File: config.mk
export PLATFORM = sky130hd
export DESIGN_NAME = eeprom_serial_command_engine_top
export DESIGN_NICKNAME = d
export VERILOG_FILES = /design/src/esce_pkg.sv /design/src/eeprom_serial_command_engine_top.sv /design/src/esce_engine.sv
export SDC_FILE = /design/constraint.sdc
export NUM_CORES = 1
export LEC_CHECK = 0
export BUFFER_PORTS_ARGS = -buffer_cell sky130_fd_sc_hd__buf_2
export CAP_MARGIN = 30
export CORE_MARGIN = 2
export CORE_UTILIZATION = 40
export CTS_BUF_LIST = sky130_fd_sc_hd__clkbuf_8
export CTS_CLUSTER_SIZE = 10
export DETAILED_ROUTE_END_ITERATION = 8
export PLACE_DENSITY_LB_ADDON = 0.25
export SYNTH_ARGS = -nofsm -noshare
export SYNTH_HDL_FRONTEND = slang
export SYNTH_HIERARCHICAL = 1
export SYNTH_SLANG_ARGS = --single-unit
File: constraint.sdc
create_clock -name clk -period 8.55 [get_ports clk]
set_clock_uncertainty 0.05 [all_clocks]
set_input_delay 1.2825 -clock clk [delete_from_list [all_inputs] [get_ports clk]]
set_output_delay 1.2825 -clock clk [all_outputs]
set_load 0.02 [all_outputs]
File: src/esce_pkg.sv
// ----------------------------------------------------------------------------
// esce_pkg
// Types and constants shared by the serial EEPROM command engine.
// ----------------------------------------------------------------------------
package esce_pkg;

	// operation codes of a request item
	typedef enum logic [1:0] {
		OP_TICK   = 2'd0,
		OP_WRITE  = 2'd1,
		OP_READ   = 2'd2,
		OP_UNUSED = 2'd3
	} op_t;

	typedef enum logic [2:0] {
		PH_IDLE,
		PH_CMD,
		PH_ADDR,
		PH_DATA,
		PH_STOP,
		PH_SAMPLE
	} phase_t;

	localparam int unsigned ADDR_W      = 14;
	localparam int unsigned ADDR_SPAN_W = 16;   // widest address the line format allows
	localparam int unsigned WORD_W      = 64;
	localparam int unsigned CFG_W       = 4;
	localparam int unsigned SKIP_BITS   = 4;    // dummy bits ahead of read data
	localparam int unsigned CMD_BITS    = 2;

	// register map
	localparam int unsigned PADDR_W          = 3;
	localparam logic        REG_ADDRESS_BITS = 1'b0;
	localparam logic [CFG_W-1:0] ADDRESS_BITS_RESET = 4'd14;

	typedef struct packed {
		logic [1:0]        operation;
		logic [ADDR_W-1:0] address;
		logic [WORD_W-1:0] write_data;
		logic              line_bit;
	} req_t;

	typedef struct packed {
		logic              drive_bit;
		logic              driving;
		logic [WORD_W-1:0] read_data;
		logic              done_res;
		logic              busy_res;
	} rsp_t;

endpackage

File: src/eeprom_serial_command_engine_top.sv
// ----------------------------------------------------------------------------
// eeprom_serial_command_engine_top
// Bit-serial command engine for a cartridge EEPROM with an APB register port.
//
//   channel  direction  handshake              payload
//   req      in         req_valid / req_ready  req_t (operation, address, ...)
//   rsp      out        rsp_valid / rsp_ready  rsp_t (drive_bit, driving, ...)
//   apb      in/out     psel, penable, pready  address_bits register
//
// One item per cycle sustained while results are taken; each item's result is
// valid in the cycle after the edge that moves it out of the request register;
// an accepted item passes the request register, then the result register.
// The command sequencer steps once per item as it moves into the result
// register, so one item is one tick on the serial line.
// Reset puts the sequencer idle and address_bits to 14; no clearing pass.
// A stalled result holds the request register; req_ready drops only when
// both registers are full.
// ----------------------------------------------------------------------------
module eeprom_serial_command_engine_top import esce_pkg::*; #(
	parameter int unsigned MAX_ADDRESS_BITS = 14,
	parameter int unsigned DATA_BITS        = 64
) (
	input  logic               clk,
	input  logic               arst_n,
	input  logic               req_valid,
	output logic               req_ready,
	input  req_t               req,
	output logic               rsp_valid,
	input  logic               rsp_ready,
	output rsp_t               rsp,
	input  logic               psel,
	input  logic               penable,
	input  logic               pwrite,
	input  logic [PADDR_W-1:0] paddr,
	input  logic [31:0]        pwdata,
	output logic [31:0]        prdata,
	output logic               pready
);

	logic [CFG_W-1:0] address_bits_val_q;
	logic             valid_s1;
	req_t             item_s1;
	logic             advance;
	rsp_t             result;
	logic             rsp_valid_q;
	rsp_t             rsp_q;

	// register port
	assign pready = 1'b1;
	assign prdata = (paddr[2] == REG_ADDRESS_BITS) ? {28'b0, address_bits_val_q} : '0;

	always_ff @(posedge clk or negedge arst_n) begin
		if (!arst_n) begin
			address_bits_val_q <= ADDRESS_BITS_RESET;
		end else if (psel && penable && pwrite && paddr[2] == REG_ADDRESS_BITS) begin
			address_bits_val_q <= pwdata[CFG_W-1:0];
		end
	end

	assign advance   = valid_s1 && (!rsp_valid_q || rsp_ready);
	assign req_ready = !valid_s1 || advance;

	always_ff @(posedge clk or negedge arst_n) begin
		if (!arst_n) begin
			valid_s1 <= 1'b0;
		end else if (req_ready) begin
			valid_s1 <= req_valid;
		end
	end

	always_ff @(posedge clk) begin
		if (req_valid && req_ready) begin
			item_s1 <= req;
		end
	end

	esce_engine #(
		.MAX_ADDRESS_BITS(MAX_ADDRESS_BITS),
		.DATA_BITS       (DATA_BITS)
	) u_engine (
		.clk         (clk),
		.arst_n      (arst_n),
		.step        (advance),
		.item        (item_s1),
		.address_bits(address_bits_val_q),
		.result      (result)
	);

	always_ff @(posedge clk or negedge arst_n) begin
		if (!arst_n) begin
			rsp_valid_q <= 1'b0;
		end else if (advance) begin
			rsp_valid_q <= 1'b1;
		end else if (rsp_ready) begin
			rsp_valid_q <= 1'b0;
		end
	end

	always_ff @(posedge clk) begin
		if (advance) begin
			rsp_q <= result;
		end
	end

	assign rsp_valid = rsp_valid_q;
	assign rsp       = rsp_q;

`ifndef SYNTH
	a_done_ends_busy: assert property (@(posedge clk) disable iff (!arst_n)
		rsp_valid |-> !(rsp.done_res && rsp.busy_res))
		else $error("done and busy in the same result");

	a_read_data_on_done: assert property (@(posedge clk) disable iff (!arst_n)
		(rsp_valid && !rsp.done_res) |-> (rsp.read_data == '0))
		else $error("read data outside a done item");

	a_stall_holds_s1: assert property (@(posedge clk) disable iff (!arst_n)
		(valid_s1 && rsp_valid && !rsp_ready) |=> (valid_s1 && $stable(item_s1)))
		else $error("request stage lost an item under stall");

	a_cfg_write_taken: assert property (@(posedge clk) disable iff (!arst_n)
		(psel && penable && pwrite && paddr[2] == REG_ADDRESS_BITS)
		|=> (address_bits_val_q == $past(pwdata[CFG_W-1:0])))
		else $error("register write not taken");
`endif

endmodule

File: src/esce_engine.sv
// ----------------------------------------------------------------------------
// esce_engine
// Command sequencer: holds the command state and computes one line bit per
// step; the state advances only on step.
// ----------------------------------------------------------------------------
module esce_engine import esce_pkg::*; #(
	parameter int unsigned MAX_ADDRESS_BITS = 14,
	parameter int unsigned DATA_BITS        = 64
) (
	input  logic             clk,
	input  logic             arst_n,
	input  logic             step,
	input  req_t             item,
	input  logic [CFG_W-1:0] address_bits,
	output rsp_t             result
);

	localparam int unsigned LEN_W  = $clog2(MAX_ADDRESS_BITS + 1);
	localparam int unsigned SAMP_N = DATA_BITS + SKIP_BITS;
	localparam int unsigned CNT_A  = $clog2(SAMP_N + 1);
	localparam int unsigned CNT_W  = (CNT_A > LEN_W) ? CNT_A : LEN_W;

	phase_t                 phase_q, phase_d;
	logic [CNT_W-1:0]       bit_count_q, bit_count_d;
	logic [WORD_W-1:0]      shift_word_q, shift_word_d;
	logic [ADDR_SPAN_W-1:0] addr_latch_q, addr_latch_d;
	logic                   is_read_q, is_read_d;
	logic [LEN_W-1:0]       addr_len_q, addr_len_d;

	logic [LEN_W-1:0]  len_clamped;
	logic [CNT_W-1:0]  count_inc;
	logic [CNT_W-1:0]  addr_pos;
	logic [CNT_W-1:0]  samp_k;
	logic [5:0]        samp_idx;
	logic [WORD_W-1:0] sample_word;
	logic              is_start;

	always_comb begin
		if (address_bits == '0) begin
			len_clamped = LEN_W'(1);
		end else if ({1'b0, address_bits} > 5'(MAX_ADDRESS_BITS)) begin
			len_clamped = LEN_W'(MAX_ADDRESS_BITS);
		end else begin
			len_clamped = LEN_W'(address_bits);
		end
	end

	assign is_start  = (item.operation == OP_WRITE) || (item.operation == OP_READ);
	assign count_inc = bit_count_q + CNT_W'(1);
	assign addr_pos  = CNT_W'(addr_len_q) - CNT_W'(1) - bit_count_q;
	assign samp_k    = bit_count_q - CNT_W'(SKIP_BITS);
	assign samp_idx  = 6'(WORD_W - 1) - samp_k[5:0];

	// incoming bit merged into the word; dummy bits are dropped
	always_comb begin
		sample_word = shift_word_q;
		if (bit_count_q >= CNT_W'(SKIP_BITS)) begin
			sample_word[samp_idx] = item.line_bit;
		end
	end

	// next state
	always_comb begin
		phase_d      = phase_q;
		bit_count_d  = bit_count_q;
		shift_word_d = shift_word_q;
		addr_latch_d = addr_latch_q;
		is_read_d    = is_read_q;
		addr_len_d   = addr_len_q;
		unique case (phase_q)
			PH_IDLE: begin
				if (is_start) begin
					is_read_d    = (item.operation == OP_READ);
					addr_latch_d = ADDR_SPAN_W'(item.address);
					shift_word_d = (item.operation == OP_READ) ? '0 : item.write_data;
					addr_len_d   = len_clamped;
					bit_count_d  = '0;
					phase_d      = PH_CMD;
				end
			end
			PH_CMD: begin
				bit_count_d = count_inc;
				if (count_inc >= CNT_W'(CMD_BITS)) begin
					bit_count_d = '0;
					phase_d     = PH_ADDR;
				end
			end
			PH_ADDR: begin
				bit_count_d = count_inc;
				if (count_inc >= CNT_W'(addr_len_q)) begin
					bit_count_d = '0;
					phase_d     = is_read_q ? PH_STOP : PH_DATA;
				end
			end
			PH_DATA: begin
				shift_word_d = {shift_word_q[WORD_W-2:0], 1'b0};
				bit_count_d  = count_inc;
				if (count_inc >= CNT_W'(DATA_BITS)) begin
					bit_count_d = '0;
					phase_d     = PH_STOP;
				end
			end
			PH_STOP: begin
				bit_count_d = '0;
				if (is_read_q) begin
					shift_word_d = '0;
					phase_d      = PH_SAMPLE;
				end else begin
					phase_d = PH_IDLE;
				end
			end
			PH_SAMPLE: begin
				shift_word_d = sample_word;
				bit_count_d  = count_inc;
				if (count_inc >= CNT_W'(SAMP_N)) begin
					bit_count_d = '0;
					phase_d     = PH_IDLE;
				end
			end
			default: begin
				phase_d = PH_IDLE;
			end
		endcase
	end

	// outputs
	always_comb begin
		result           = '0;
		result.busy_res  = (phase_d != PH_IDLE);
		unique case (phase_q)
			PH_IDLE: begin
			end
			PH_CMD: begin
				result.driving   = 1'b1;
				result.drive_bit = (bit_count_q == '0) ? 1'b1 : is_read_q;
			end
			PH_ADDR: begin
				result.driving   = 1'b1;
				result.drive_bit = addr_latch_q[addr_pos[3:0]];
			end
			PH_DATA: begin
				result.driving   = 1'b1;
				result.drive_bit = shift_word_q[WORD_W-1];
			end
			PH_STOP: begin
				result.driving  = 1'b1;
				result.done_res = !is_read_q;
			end
			PH_SAMPLE: begin
				if (count_inc >= CNT_W'(SAMP_N)) begin
					result.done_res  = 1'b1;
					result.read_data = sample_word;
				end
			end
			default: begin
			end
		endcase
	end

	always_ff @(posedge clk or negedge arst_n) begin
		if (!arst_n) begin
			phase_q      <= PH_IDLE;
			bit_count_q  <= '0;
			shift_word_q <= '0;
			addr_latch_q <= '0;
			is_read_q    <= 1'b0;
			addr_len_q   <= '0;
		end else if (step) begin
			phase_q      <= phase_d;
			bit_count_q  <= bit_count_d;
			shift_word_q <= shift_word_d;
			addr_latch_q <= addr_latch_d;
			is_read_q    <= is_read_d;
			addr_len_q   <= addr_len_d;
		end
	end

endmodule
== Yosys cells after proc, flatten, opt, wreduce, memory -nomap -nowiden ==
Index checks and enable logic that the tools add are counted.

* Register bits: 248
* Output and inout bits: 103
* Logic and storage cells: 100

* $add $sub $neg: 5
* Magnitude comparators: 9
* Equal/unequal tests: 9
* Muxes and demuxes: 34
* Bitwise operators: 1
* Reductions and logical operators: 24

{| class="wikitable"
|+ Operators by type and width
! kind !! number
|-
| $mux 64 || 4
|-
| $pmux 64 s4 || 1
|-
| $bwmux 64 || 1
|-
| $pmux 7 s6 || 1
|-
| $mux 7 || 5
|-
| $mux 3 || 7
|-
| $pmux 3 s6 || 1
|-
| $ge 7x7->1 const B || 2
|-
| $mux 4 || 3
|-
| $add 7x1->7 const B || 1
|-
| $ge 7x2->1 const B || 1
|-
| $ge 7x3->1 const B || 1
|-
| $ge 7x4->1 || 1
|-
| $logic_not 7->1 || 1
|-
| $lt 6x7->1 const B || 1
|-
| $mux 1 || 7
|-
| $demux 1 s6 || 1
|-
| $eq 3x2->1 const B || 2
|-
| $eq 3x3->1 const B || 2
|-
| $ge 6x1->1 const B || 1
|-
| $logic_and 1x1->1 || 6
|-
| $reduce_and 3->1 || 2
|-
| $reduce_bool 6->1 || 1
|-
| $sub 6x3->6 const B || 1
|-
| other kinds (23) || 28
|}

== Longest topological paths before layout ==
Gate-level depths: netlist (run 1).

* Word-level depth: 9
* Depth in mapped cells: 12
* Mapped depth without buffers: 9

== Modules after synthesis ==
The synthesis (run 1) kept the hierarchy.

{| class="wikitable"
|+ Modules (own cells, without submodules)
! module !! instances !! cells an instance !! area each (um^2) !! sequential area each (um^2)
|-
| esce_engine || 1 || 881 || 6765.2 || 2327.2
|-
| eeprom_serial_command_engine_top || 1 || 201 || 4996.0 || 4628.2
|}

== Least setup slack after synthesis (run 1) ==
No wires, ideal clock.

* Kind: input-to-reg
* Start point: input rsp_ready
* End point: register u_engine.shift_word_q[57]
* Setup time: 133 ps
* Arrival: 4066 ps
* Required time: 8367 ps
* Path slack: 4301 ps
* Stages on the path: 8
* Cells stage by stage: nand2b_1 > and2_1 > clkbuf_1 > o21ai_1 > clkbuf_1 > clkbuf_1 > o21ai_0 > o21ai_0

* Longest elaborated chain between the ends: 3

{| class="wikitable"
|+ RTL lines
! element !! RTL line !! RTL
|-
| start: declaration || eeprom_serial_command_engine_top.sv:29 || <nowiki>input logic rsp_ready,</nowiki>
|-
| $logic_or 1x1->1 || eeprom_serial_command_engine_top.sv:60 || <nowiki>assign advance = valid_s1 && (!rsp_valid_q || rsp_ready);</nowiki>
|-
| $logic_and 1x1->1 || eeprom_serial_command_engine_top.sv:60 ||
|-
| named net advance || eeprom_serial_command_engine_top.sv:43 || <nowiki>logic advance;</nowiki>
|-
| $reduce_and 4->1 (no line) || n/a ||
|-
| end signal: assignment || esce_engine.sv:171 || <nowiki>shift_word_q <= shift_word_d;</nowiki>
|-
| end: declaration || esce_engine.sv:25 || <nowiki>logic [WORD_W-1:0] shift_word_q, shift_word_d;</nowiki>
|}

The timed path passes the listed nets, and every way through them passes these cells.
A chain may end at the register's enable or synchronous reset.

== Worst setup path after layout (run 1) ==
* Start point: register u_engine.bit_count_q[1]
* End point: register rsp_q, in the netlist rsp[2] (data pin)

* Longest elaborated chain between the ends: 8
* Elaborated cells between the ends (all ways): 13

{| class="wikitable"
|+ RTL lines
! element !! RTL line !! RTL
|-
| start: declaration || esce_engine.sv:24 || <nowiki>logic [CNT_W-1:0] bit_count_q, bit_count_d;</nowiki>
|-
| start signal: assignment || esce_engine.sv:170 || <nowiki>bit_count_q <= bit_count_d;</nowiki>
|-
| $sub 6x3->6 || esce_engine.sv:51 || <nowiki>assign samp_k = bit_count_q - CNT_W'(SKIP_BITS);</nowiki>
|-
| $sub 6x6->6 || esce_engine.sv:52 || <nowiki>assign samp_idx = 6'(WORD_W - 1) - samp_k[5:0];</nowiki>
|-
| $lt 6x7->1 (not written as such) or $ge 6x1->1 (tied branches) || esce_engine.sv:58 || <nowiki>sample_word[samp_idx] = item.line_bit;</nowiki>
|-
| $logic_and 1x1->1 (not written as such) || esce_engine.sv:58 ||
|-
| $mux 1 (not written as such) || esce_engine.sv:58 ||
|-
| $demux 1 s6 || n/a ||
|-
| $bwmux 64 || esce_engine.sv:58 ||
|-
| $mux 64 || esce_engine.sv:57 || <nowiki>if (bit_count_q >= CNT_W'(SKIP_BITS)) begin</nowiki>
|-
| end signal: assignment || eeprom_serial_command_engine_top.sv:101 || <nowiki>rsp_q <= result;</nowiki>
|-
| end: declaration || eeprom_serial_command_engine_top.sv:46 || <nowiki>rsp_t rsp_q;</nowiki>
|}

Parallel ways exist; a longest one is shown, timed or not.

==> results of run 1 <==
==> state kept, by name, indices dropped and copies added, names as in the netlist, 3 cells and up <==
signal and count:
address_bits_val_q 4, item_s1 81, rsp 68, u_engine/addr_latch_q 14
u_engine/addr_len_q 4, u_engine/bit_count_q 7, u_engine/phase_q 3, u_engine/shift_word_q 64
==> final cells by class <==
type,instances,share of cell area [%]
sequential,248,50.9
multi-input combinational,734,31.7
tap,384,3.51
timing repair buffer,179,7.39
clock inverter,35,1.30
inverter,11,0.302
clock buffer,49,4.93
==> cells by family after synthesis <==
family,synth area share [%]
adders and majority gates,1.45
other,0.0639
and+or+nand+nor,10.9
DFF,59.1
AOI/OAI and AO/OA,18.3
buffers and inverters,5.18
xor gates and xnor gates,1.17
muxes,3.79
==> worst max-delay path: stages, from the launching register on <==
cell and delay, ns:
dfrtp_1 0.50, inv_1 0.28, ha_1 0.25, a21oi_1 0.08
a21oi_1 0.44, nand3_1 0.81, or3_1 0.64, a21oi_1 0.28
and2_1 0.17
==> per-stage QoR <==
step / std cells / worst slack, ns
3_3_place_gp: 1552 / 5.07
6_report: 1640 / 4.87
3_5_place_dp: 1554 / 4.99
5_1_grt: 1640 / 4.72
2_1_floorplan: 1109 / 4.30
4_1_cts: 1638 / 4.94
==> placed cells by master (no fill, tap or decap), types with 5 or more instances in the layout <==
master	instances
o21ai_0	190
a31oi_1	5
xnor2_1	5
nand2_1	71
nor3_1	10
a21oi_1	82
clkbuf_8	49
edfxtp_1	149
mux2i_1	13
conb_1	29
nor3_2	5
xor2_1	7
inv_1	38
ha_1	12
dfrtp_1	96
nor2_1	135
nand3_1	23
a222oi_1	63
buf_4	10
mux2_2	22
buf_2	165
==> report_power, final <==
part | switching, W | internal (W)
logic | 0.000600 | 0.000411
clock network | 0.000501 | 0.000558
registers | 0.000205 | 0.00154
==> routing by layer <==
metal / track usage, % / wire length, µm / vias up
met4: 8.37 / 1060 / 0
met3: 4.46 / 3310 / 89
met2: 31.4 / 14700 / 508
met1: 28.4 / 13200 / 4356
met5: 0 / 0 / -
li1: - / - / 4267
==> final timing paths <==
check	end	slack [ns]	cells after the start
setup reg to reg	rsp[2]	4.87	8
setup / recovery	rsp[2]	4.87	8
hold / removal	u_engine/addr_latch_q[3]	0.42	1
hold reg to reg	u_engine/addr_latch_q[3]	0.42	1
max in group asynchronous	u_engine/shift_word_q[6]	6.88	3
min in group asynchronous	u_engine/addr_latch_q[0]	0.57	1
==> run_results.csv, run 1 <==
group,metric,value,unit
status,outcome,"complete, but fails checks",
status,violations,"DRC",
synthesis,synth_seq_area_share,59.1,%
clocking,clk_pin_slew_worst_paths,0.06,ns
synthesis,synthesis.area,0.0118,mm²
route,drc,2,
grt,grt_pass1_vias,8751,
critical_path,startpoint,"u_engine/bit_count_q[1]",
timing,slew_viol_final,0,
critical_path,crit_required,8.90,ns
timing,setup_viol,0,
die,core_area,0.0289,mm²
synthesis,synth_cell_types,51,
timing,finalSetupTns,0,ns
cells_and_area,nets,1355,
timing,post-route-min-period,3.68,ns
cells_and_area,multiInputGateArea,0.00433,mm²
timing,finalHoldViolCount,0,
timing,fin_crit_sh,43.0,%
synthesis,synth_cells,1082,
clocking,ctsHoldBuffers,0,
cells_and_area,drive_gt1_share,22.7,%
die,fp.dieW,175,µm
placed_design,dp_hpwl,19200,µm
clocking,h-tree-depth,2,
placed_design,port_buffers,166,
clocking,clock-sinks,248,
cells_and_area,fillers,2736,
clocking,cts_root_buffer,"clkbuf_8",
synthesis,yosys_warnings,6,
power_and_ir_drop,irDropWorstVdd,0.138,mV
power_and_ir_drop,p_total,0.00382,W
clocking,clk_path_buf_depth,3,
synthesis,synth_area_leaders,"edfxtp_1, dfrtp_1, o21ai_0",
critical_path,r2r_start,"u_engine/bit_count_q[1]",
run,drv_cap,0,
clocking,clock_latency,0.57,ns
die,dieArea,0.0308,mm²
placed_design,gp_congestion,0.804,
critical_path,critPathMaxFanout,16,
grt,gr-total-overflow,0,
timing,rsz0062_at_grt,"false",
timing,slew_headroom,31.0,%
cells_and_area,seqCellArea,0.00696,mm²
route,detail_route.vias_per_cell,5.62,
synthesis,ys_ff_latch,248,
synthesis,synth_common_cells,"o21ai_0, edfxtp_1, nor2_1, dfrtp_1, a21oi_1",
power_and_ir_drop,power_density,279,mW/mm²
grt,grt_max_degree,129,
clocking,numCtsBuffers,45,
critical_path,end_kind,"register",
synthesis,synth_edf_count,149,
critical_path,worst-setup-path-type,"reg2reg",
route,routed_wl,32200,µm
clocking,postCtsSetupRepairBufs,0,
min_path,hp-start,"item_s1[68]",
die,io_pins,226,
synthesis,synth_top_area_share,38.0,%
route,num_vias,9220,
synthesis,synthArstFlopShare,39.9,%
clocking,cts_tree,"yes",
power_and_ir_drop,leakage,5.41,nW
cells_and_area,diodes,0,
min_path,hp-class,"reg2reg",
die,num_rows,62,
synthesis,yosysTopAreaCell,"edfxtp_1",
route,drt_pass1_iterations,9,
synthesis,avgSynthCellArea,10.9,µm²
timing,whs,0.423,ns
synthesis,dominantRegCellSynth,"edfxtp_1",
route,wl_per_cell,19.7,µm
timing,max_freq,272,MHz
die,fp.dieH,175,µm
grt,grt_first_pass_wirelength,49300,µm
grt,track_usage,20.5,%
placed_design,place_area,0.0128,mm²
critical_path,cp.arrival,4.03,ns
synthesis,synth_most_common_cell,"o21ai_0",
route,drt_iter0_markers,1508,
grt,antenna_found_initial,0,
timing,tightest_slew,1.03,ns
cells_and_area,fin_util,47.4,%
route,postRouteAntennaNets,0,
die,initial_utilization,40.8,%
critical_path,crit_path_start_kind,"register",
cells_and_area,syn_to_final_growth,16.2,%
cells_and_area,fin_area,0.0137,mm²
clocking,cts_repair_resize_count,0,
Power figures use the tool's default switching activity.
==> run 2: changes to the inputs <==
- clock period: 8.55 -> 3.31 ns (I/O delays scaled with it)
==> run_results.csv, run 2 (same netlist as run 1, synthesis figures left out) <==
group,metric,value,unit
die,dieArea,0.0308,mm²
placed_design,dp_hpwl,19700,µm
min_path,worstHoldEndpoint,"item_s1[21]",
cells_and_area,nets,1363,
route,wl_per_cell,19.3,µm
clocking,numCtsBuffers,44,
die,initial_utilization,40.8,%
clocking,clock-sinks,248,
critical_path,crit_top_cell,"nor2_1",
grt,grt_pass1_vias,8682,
grt,gr-total-overflow,0,
critical_path,end_kind,"register",
critical_path,critPathSlowestCell,"dfrtp_1",
cells_and_area,largest_reg_flops,81,
cells_and_area,regMostFlops,"item_s1",
cells_and_area,fin_util,47.5,%
status,outcome,"finished, final reports clean",
min_path,hp-class,"in2reg",
timing,tightest_slew,0.946,ns
grt,grt_first_pass_wirelength,48800,µm
critical_path,r2r_start,"u_engine/bit_count_q[2]",
critical_path,startpoint,"u_engine/bit_count_q[2]",
route,detail_route.vias_per_cell,5.56,
critical_path,r2r_end,"rsp[60]",
clocking,h-tree-depth,2,
cells_and_area,drive_gt1_share,23.4,%
placed_design,gp_congestion,0.831,
clocking,cts_repair_resize_count,0,
timing,finalHoldViolCount,0,
route,drc,0,
clocking,cts_root_buffer,"clkbuf_8",
critical_path,worst-setup-path-type,"reg2reg",
clocking,clk_pin_slew_worst_paths,0.06,ns
timing,slew_viol_final,0,
clocking,clk_path_buf_depth,3,
timing,max_freq,332,MHz
die,core_area,0.0289,mm²
timing,whs,0.0717,ns
timing,slew_headroom,36.6,%
route,postRouteAntennaNets,0,
critical_path,cp.arrival,3.24,ns
min_path,hold_depth,1,
cells_and_area,syn_to_final_growth,16.6,%
critical_path,crit_chain,"inv_1, ha_1, xnor2_1, nand3_1, nor2_1, mux2i_1, nor2_1",
timing,post-route-min-period,3.01,ns
critical_path,critPathMaxFanout,13,
route,drt_iter0_markers,1265,
cells_and_area,fin_area,0.0137,mm²
die,io_pins,226,
power_and_ir_drop,p_total,0.00984,W
route,routed_wl,31800,µm
critical_path,crit_required,3.54,ns
timing,fin_crit_sh,90.9,%
run,drv_cap,0,
min_path,hp-start,"req[21]",
critical_path,crit_path_start_kind,"register",
power_and_ir_drop,irDropWorstVdd,0.378,mV
critical_path,cpPeakStageDelay,0.63,ns
placed_design,port_buffers,166,
grt,antenna_found_initial,0,
timing,rsz0062_at_grt,"false",
clocking,cts_tree,"yes",
die,fp.dieH,175,µm
clocking,clock_latency,0.54,ns
grt,track_usage,20.3,%
timing,finalSetupTns,0,ns
critical_path,worstRegToRegCells,7,
placed_design,place_area,0.0128,mm²
cells_and_area,final_common_cell,"o21ai_0",
timing,setup_viol,0,
cells_and_area,layout_common_cells,"o21ai_0, buf_2, edfxtp_1, nor2_1, dfrtp_1",
cells_and_area,diodes,0,
power_and_ir_drop,power_density,717,mW/mm²
grt,grt_max_degree,129,
power_and_ir_drop,leakage,5.43,nW
critical_path,reg2reg_slack,0.30,ns
die,fp.dieW,175,µm
route,num_vias,9144,
die,num_rows,62,
route,drt_pass1_iterations,9,
run 2: cell count changes in the layout (fill, tap and decap cells not counted), sizes merged:
cell,before,now
buf,179,187
clkbuf,49,52
clkinv,6,8
clkinvlp,1,0
dlygate4sd3,0,1
inv,38,30
run 2: metrics by stage:
stage | std cells | setup WS, ns
final | 1645 | 0.301
after global routing | 1645 | 0.00453
after CTS | 1645 | 0.353
after detailed placement | 1564 | 0.379
after global placement | 1564 | 0.410
after floorplan | 1109 | 0.126
run 2: power by group:
part / total [W] / switching (W) / internal [W]
clock network: 0.00276 / 0.00125 / 0.00150
registers: 0.00450 / 0.000512 / 0.00398
logic: 0.00259 / 0.00154 / 0.00105
total: 0.00984 / 0.00331 / 0.00653
run 2: how the worst max path moves through the flow:
| stage | end |
|---|---|
| 2_1_floorplan | item_s1[0] |
| 3_3_place_gp | u_engine/bit_count_q[3] |
| 3_5_place_dp | u_engine/bit_count_q[3] |
| 4_1_cts | rsp[60] |
| 5_1_grt | rsp[59] |
| 6_report | rsp[60] |
run 2: area by class of cell:
| type | instances | area (µm²) |
|---|---|---|
| clock buffers | 52 | 716 |
| clock inverters | 28 | 140 |
| fillers | 2711 | 15100 |
| inverters | 11 | 41.3 |
| multi-input cells | 734 | 4330 |
| flip-flops and latches | 248 | 6960 |
| well taps | 384 | 480 |
| repair buffers | 188 | 1050 |
run 2: worst max-delay path, delay by kind of cell (launching register included):
kind / cells / cell delay [ns]
simple gates: 3 / 0.90
mux: 1 / 0.23
xor+xnor: 1 / 0.44
fa+ha+maj: 1 / 0.30
flops: 1 / 0.63
buf+inv: 1 / 0.20
run 2: repair_timing:
item,CTS,global route
hold buffers,1,0
buffers inserted,0,0
endpoints found under the hold margin,23,0
run 2: routing by layer:
metal  vias up  track usage [%]  share of wire (%)
met5         -                0                  0
met4         0             8.16                3.3
met3        70             3.27                7.5
met2       413             31.6                 46
met1      4397             28.6                 43
li1       4264                -                  -
